<file path="src/design/efsmp_pkg.sv">
// Package with widths, modulus constants and controller/datapath types.
`timescale 1ns / 1ps

package efsmp_pkg;

    localparam int UPPER_INDEX_W = 63;
    localparam int EVEN_SUM_W    = 30;

    localparam logic [29:0] PRIME_MOD    = 30'd1000000007;
    localparam logic [31:0] PRIME_MOD_X2 = 32'd2000000014;

    // Barrett factor floor(2^61 / P); it fits in 32 bits.
    localparam logic [63:0] BARRETT_M_FULL = 64'h2000_0000_0000_0000 / 64'd1000000007;
    localparam logic [31:0] BARRETT_M      = BARRETT_M_FULL[31:0];

    typedef struct packed {
        logic load;
        logic issue;
        logic dest_base;
        logic elem_e01;
        logic shift;
        logic result_load;
    } cmd_t;

    typedef struct packed {
        logic busy;
        logic exp_bit0;
        logic exp_more;
        logic exp_zero;
        logic out_valid;
    } status_t;

endpackage

</file>
<file path="src/design/efsmp_ctrl.sv">
// Controller that sequences the matrix products of one exponentiation.
`timescale 1ns / 1ps

module efsmp_ctrl (
    input  logic               clk,
    input  logic               rst_n,
    input  logic               in_valid,
    output logic               in_ready,
    input  logic               out_ready,
    input  efsmp_pkg::status_t status,
    output efsmp_pkg::cmd_t    cmd
);

    typedef enum logic [6:0] {
        ST_IDLE   = 7'b0000001,
        ST_STEP   = 7'b0000010,
        ST_MUL1   = 7'b0000100,
        ST_SQ0    = 7'b0001000,
        ST_SQ1    = 7'b0010000,
        ST_WAIT   = 7'b0100000,
        ST_FINISH = 7'b1000000
    } state_t;

    state_t state_reg;
    state_t state_next;

    always_ff @(posedge clk or negedge rst_n)
    begin
        if (!rst_n)
        begin
            state_reg <= ST_IDLE;
        end
        else
        begin
            state_reg <= state_next;
        end
    end

    always_comb
    begin
        state_next = state_reg;
        cmd        = '0;
        in_ready   = 1'b0;
        case (state_reg)
            ST_IDLE:
            begin
                in_ready = 1'b1;
                if (in_valid)
                begin
                    cmd.load   = 1'b1;
                    state_next = ST_STEP;
                end
            end
            ST_STEP:
            begin
                // A set bit multiplies the accumulator; otherwise only the square is needed.
                if (status.exp_bit0)
                begin
                    cmd.issue  = 1'b1;
                    state_next = ST_MUL1;
                end
                else if (status.exp_more)
                begin
                    cmd.issue     = 1'b1;
                    cmd.dest_base = 1'b1;
                    state_next    = ST_SQ1;
                end
                else
                begin
                    cmd.shift  = 1'b1;
                    state_next = ST_WAIT;
                end
            end
            ST_MUL1:
            begin
                cmd.issue    = 1'b1;
                cmd.elem_e01 = 1'b1;
                if (status.exp_more)
                begin
                    state_next = ST_SQ0;
                end
                else
                begin
                    // Last exponent bit: the base is not squared again.
                    cmd.shift  = 1'b1;
                    state_next = ST_WAIT;
                end
            end
            ST_SQ0:
            begin
                cmd.issue     = 1'b1;
                cmd.dest_base = 1'b1;
                state_next    = ST_SQ1;
            end
            ST_SQ1:
            begin
                cmd.issue     = 1'b1;
                cmd.dest_base = 1'b1;
                cmd.elem_e01  = 1'b1;
                cmd.shift     = 1'b1;
                state_next    = ST_WAIT;
            end
            ST_WAIT:
            begin
                if (!status.busy)
                begin
                    state_next = status.exp_zero ? ST_FINISH : ST_STEP;
                end
            end
            ST_FINISH:
            begin
                if (!status.out_valid || out_ready)
                begin
                    cmd.result_load = 1'b1;
                    state_next      = ST_IDLE;
                end
            end
            default:
            begin
                state_next = ST_IDLE;
            end
        endcase
    end

endmodule

</file>
<file path="config.mk">
export PLATFORM = sky130hd
export DESIGN_NAME = efsmp_ctrl
export DESIGN_NICKNAME = d
export VERILOG_FILES = /design/src/design/efsmp_pkg.sv /design/src/design/efsmp_ctrl.sv
export SDC_FILE = /design/constraint.sdc
export NUM_CORES = 1
export LEC_CHECK = 0
export BUFFER_PORTS_ARGS = -buffer_cell sky130_fd_sc_hd__buf_2
export CAP_MARGIN = 0
export CORE_MARGIN = 3
export CORE_UTILIZATION = 35
export DETAILED_ROUTE_END_ITERATION = 8
export SYNTH_ARGS = -nofsm -noshare
export SYNTH_HDL_FRONTEND = slang
export SYNTH_SLANG_ARGS = --single-unit
</file>
<file path="constraint.sdc">
create_clock -name clk -period 1.64 [get_ports clk]
set_input_delay 0.246 -clock clk [delete_from_list [all_inputs] [get_ports clk]]
set_output_delay 0.246 -clock clk [all_outputs]
set_load 0.01 [all_outputs]
</file>
==> run summary <==
CP delay by family, top - simple AND/OR/NAND/NOR gates
sw frac - 0.3905
1st-iter DRT viols - 15
CTS tree - built
Seq cells post-synth - 7
crit-path cells - or4_4 > a211o_1 > nand2_1 > buf_2
area share of the largest cell type after synthesis - 0.2505
instance count of the mapped netlist - 73
nets - 120
Routed WL - 1.810 mm
first-pass GRT wire length - 2.760 mm
sequential fraction of the synthesis area - 0.2944
global route overflow - 0
CP Data Required Time - 1.39 ns
post-synth top area cell - dfrtp_1
via count - 665
vias in the first global route - 610
Crit Path Category - reg2out
GRT Resource Usage Total - 0.1848
leakage - 0.0004386 µW
slowest cell delay on critical path - 0.50 ns
GP Congestion - 0.7896
hold_sp - status[3]
FMAX - 540.5 MHz
share of cells above drive strength 1 - 0.5182
crit path DAT - 1.60 ns
syn avg cell area - 8.210 µm²
Starting Density - 0.3844
Worst-Skew Late Latency - 0.26 ns
Clk network pwr share - 0.180
core area - 1559 µm²
synth warn - 0
RR Endpoint - state_reg[1]$_DFFE_PN0P_
Reg power frac - 0.242
status - complete, but fails checks
Clock Sinks - 7
Final WS setup - -0.2100 ns
crit path buf inv count - 1
DIE AREA - 2245 µm²
shortest period the worst path allows - 1.850 ns
clk root buf - clkbuf_4
most common cell after layout, fill and taps aside - buf_4
ant diodes - 0
first drt pass iteration count - 4
slew margin rel. - 0.7390
FF-to-FF path depth - 4
register-to-register path setup slack - 0.05 ns
drt drc - 0
# setup viols final - 7
Clock Skew - 0.003197 ns
hold slack - 0.2117 ns
post-synth net total - 82
HP Class - in2reg
Comb power frac - 0.578
CP Launch Type - flip-flop
endpoint class of the critical path - output port
Detail Route Antenna Nets - 0
FILL cells - 147
Final Max Slew Viols - 0
Power Density - 964.2 nW/µm²
worst-margin pin slew - 0.3863 ns
width of the die - 47.38 µm
VDD IR max - 422.4 µV
hold path cells - 3
area occupied by multi-input gates - 450.4 µm²
Worst-path clk slew - 0.06 ns
initial antenna violation count - 0
Final period util - 1.128
I/O pin cnt - 16
max cap viols - 0
Final HPWL DP - 1.177 mm
final core utilization - 0.6124
vias per cell - 5.278
Die Span Y - 47.38 µm
pre-CTS setup slack - 0.05355 ns
Power Internal - 561.1 µW
failing checks - negative setup slack
Sum Neg Setup Slack - -0.9205 ns
Syn Std Cell Area - 599.3 µm²
CP max stage cell - or4_4
largest net degree at the start of global routing - 11
WHS Endpoint - state_reg[2]$_DFFE_PN0P_
Area contributors post-synth - dfrtp_1 25%, nand2b_1 5.2%, dfstp_2 4.4%
reg2reg start - state_reg[5]$_DFFE_PN0P_
commonest non-fill, non-tap cells in the layout - 21 x buf_4, 15 x buf_2, 7 x nor2_1
area grow syn2layout - 59.29%
final hold vios - 0
H-tree levels - 1
# rows - 14
I/O Buffers - 15
Largest register FFs - 7
RSZ-0062 raised after global routing - yes
Critical Path Fanout Max - 3
wire per inst - 14.37 µm
Register Area - 181.4 µm²
Unique masters post-synth - 35
deepest clock path buffer count - 2
Num CTS Buffers - 3
Psw - 359.5 µW
Yosys cell counts:
| cell type | number |
|---|---|
| nor2_1 | 7 |
| dfrtp_1 | 6 |
| buf_2 | 5 |
| nand2b_1 | 5 |
| nand3_1 | 4 |
| inv_1 | 3 |
| nand2_1 | 3 |
| nor3_1 | 3 |
| nor4b_1 | 3 |
| o21ai_0 | 3 |
| a21oi_1 | 2 |
| nand4_1 | 2 |
| nor2b_1 | 2 |
| nor3b_1 | 2 |
| nor4_1 | 2 |
| o31ai_1 | 2 |
| a211o_1 | 1 |
| a211oi_1 | 1 |
| a211oi_2 | 1 |
| a21boi_0 | 1 |
| a22oi_1 | 1 |
| a31o_1 | 1 |
| and3b_1 | 1 |
| and4bb_1 | 1 |
| clkbuf_1 | 1 |
| dfstp_2 | 1 |
| nor3_2 | 1 |
| nor4_2 | 1 |
| nor4bb_1 | 1 |
| o22ai_1 | 1 |
| or3b_1 | 1 |
| or4_4 | 1 |
| or4b_1 | 1 |
| xnor2_1 | 1 |
| xor2_1 | 1 |
metal layers:
metal	vias up	part of all wire	global-route usage
met1	305	0.48	0.2348
met5	-	0	0
met4	0	0.018	0.09945
met3	4	0.031	0.04598
li1	346	-	-
met2	10	0.47	0.2834
kinds of logic (layout without fill, tap and decap cells):
logic type             count (synthesis)  after routing  synth area share
buffers and inverters                  9             46           0.06679
AND/OR/NAND/NOR                       41             41            0.4447
XOR/XNOR                               2              2           0.02923
flip-flops                             7              7            0.2944
AO/OA/AOI/OAI                         14             14            0.1649
through the flow:
stage                     instances  area (µm²)  power [µW]
after detailed placement        111       769.5       645.8
after global placement          111       769.5       640.4
after global routing            126       954.7       984.4
final                           126       954.7       920.5
after CTS                       124       925.9       893.1
after floorplan                  73       605.6       500.5
how the worst max path moves through the flow:
| stage | from | endpoint | slack (ns) | depth (start not counted) |
|---|---|---|---|---|
| 4_1_cts | state_reg[0]$_DFFE_PN1P_ | cmd[1] | -0.22 | 4 |
| 6_report | state_reg[5]$_DFFE_PN0P_ | cmd[1] | -0.21 | 4 |
| 3_5_place_dp | state_reg[1]$_DFFE_PN0P_ | cmd[5] | 0.05 | 5 |
| 5_1_grt | state_reg[0]$_DFFE_PN1P_ | cmd[1] | -0.25 | 4 |
| 3_3_place_gp | state_reg[1]$_DFFE_PN0P_ | cmd[1] | 0.06 | 4 |
| 2_1_floorplan | state_reg[1]$_DFFE_PN0P_ | cmd[5] | 0.1 | 4 |
power by group through the flow:
| stage | clock [µW] | sequential [µW] | combinational [µW] |
|---|---|---|---|
| global placement | 0 | 223 | 417 |
| CTS | 169 | 222 | 502 |
| floorplan | 0 | 224 | 277 |
| finish | 166 | 223 | 532 |
| detailed placement | 0 | 222 | 424 |
| global route | 181 | 224 | 579 |
final cells by class:
cell class / count / share of cell area
Clock buffer: 4 / 0.02752
Multi-Input combinational cell: 57 / 0.4718
Sequential cell: 7 / 0.1900
Inverter: 3 / 0.01180
Timing Repair Buffer: 39 / 0.2779
Tap cell: 16 / 0.02097
tightest hold or removal path, stage by stage:
cell,delay (ns)
buf_2,0.11
inv_1,0.05
nor2_1,0.04
repair_timing:
item	in CTS	in global routing
endpoints found under the hold margin	6	0
setup buffers	8	2
pin swaps	4	5
hold buffers	1	0
resized for setup	14	3
endpoints found under the setup margin	7	7
Note: power is estimated with default switching activity, not from simulation.
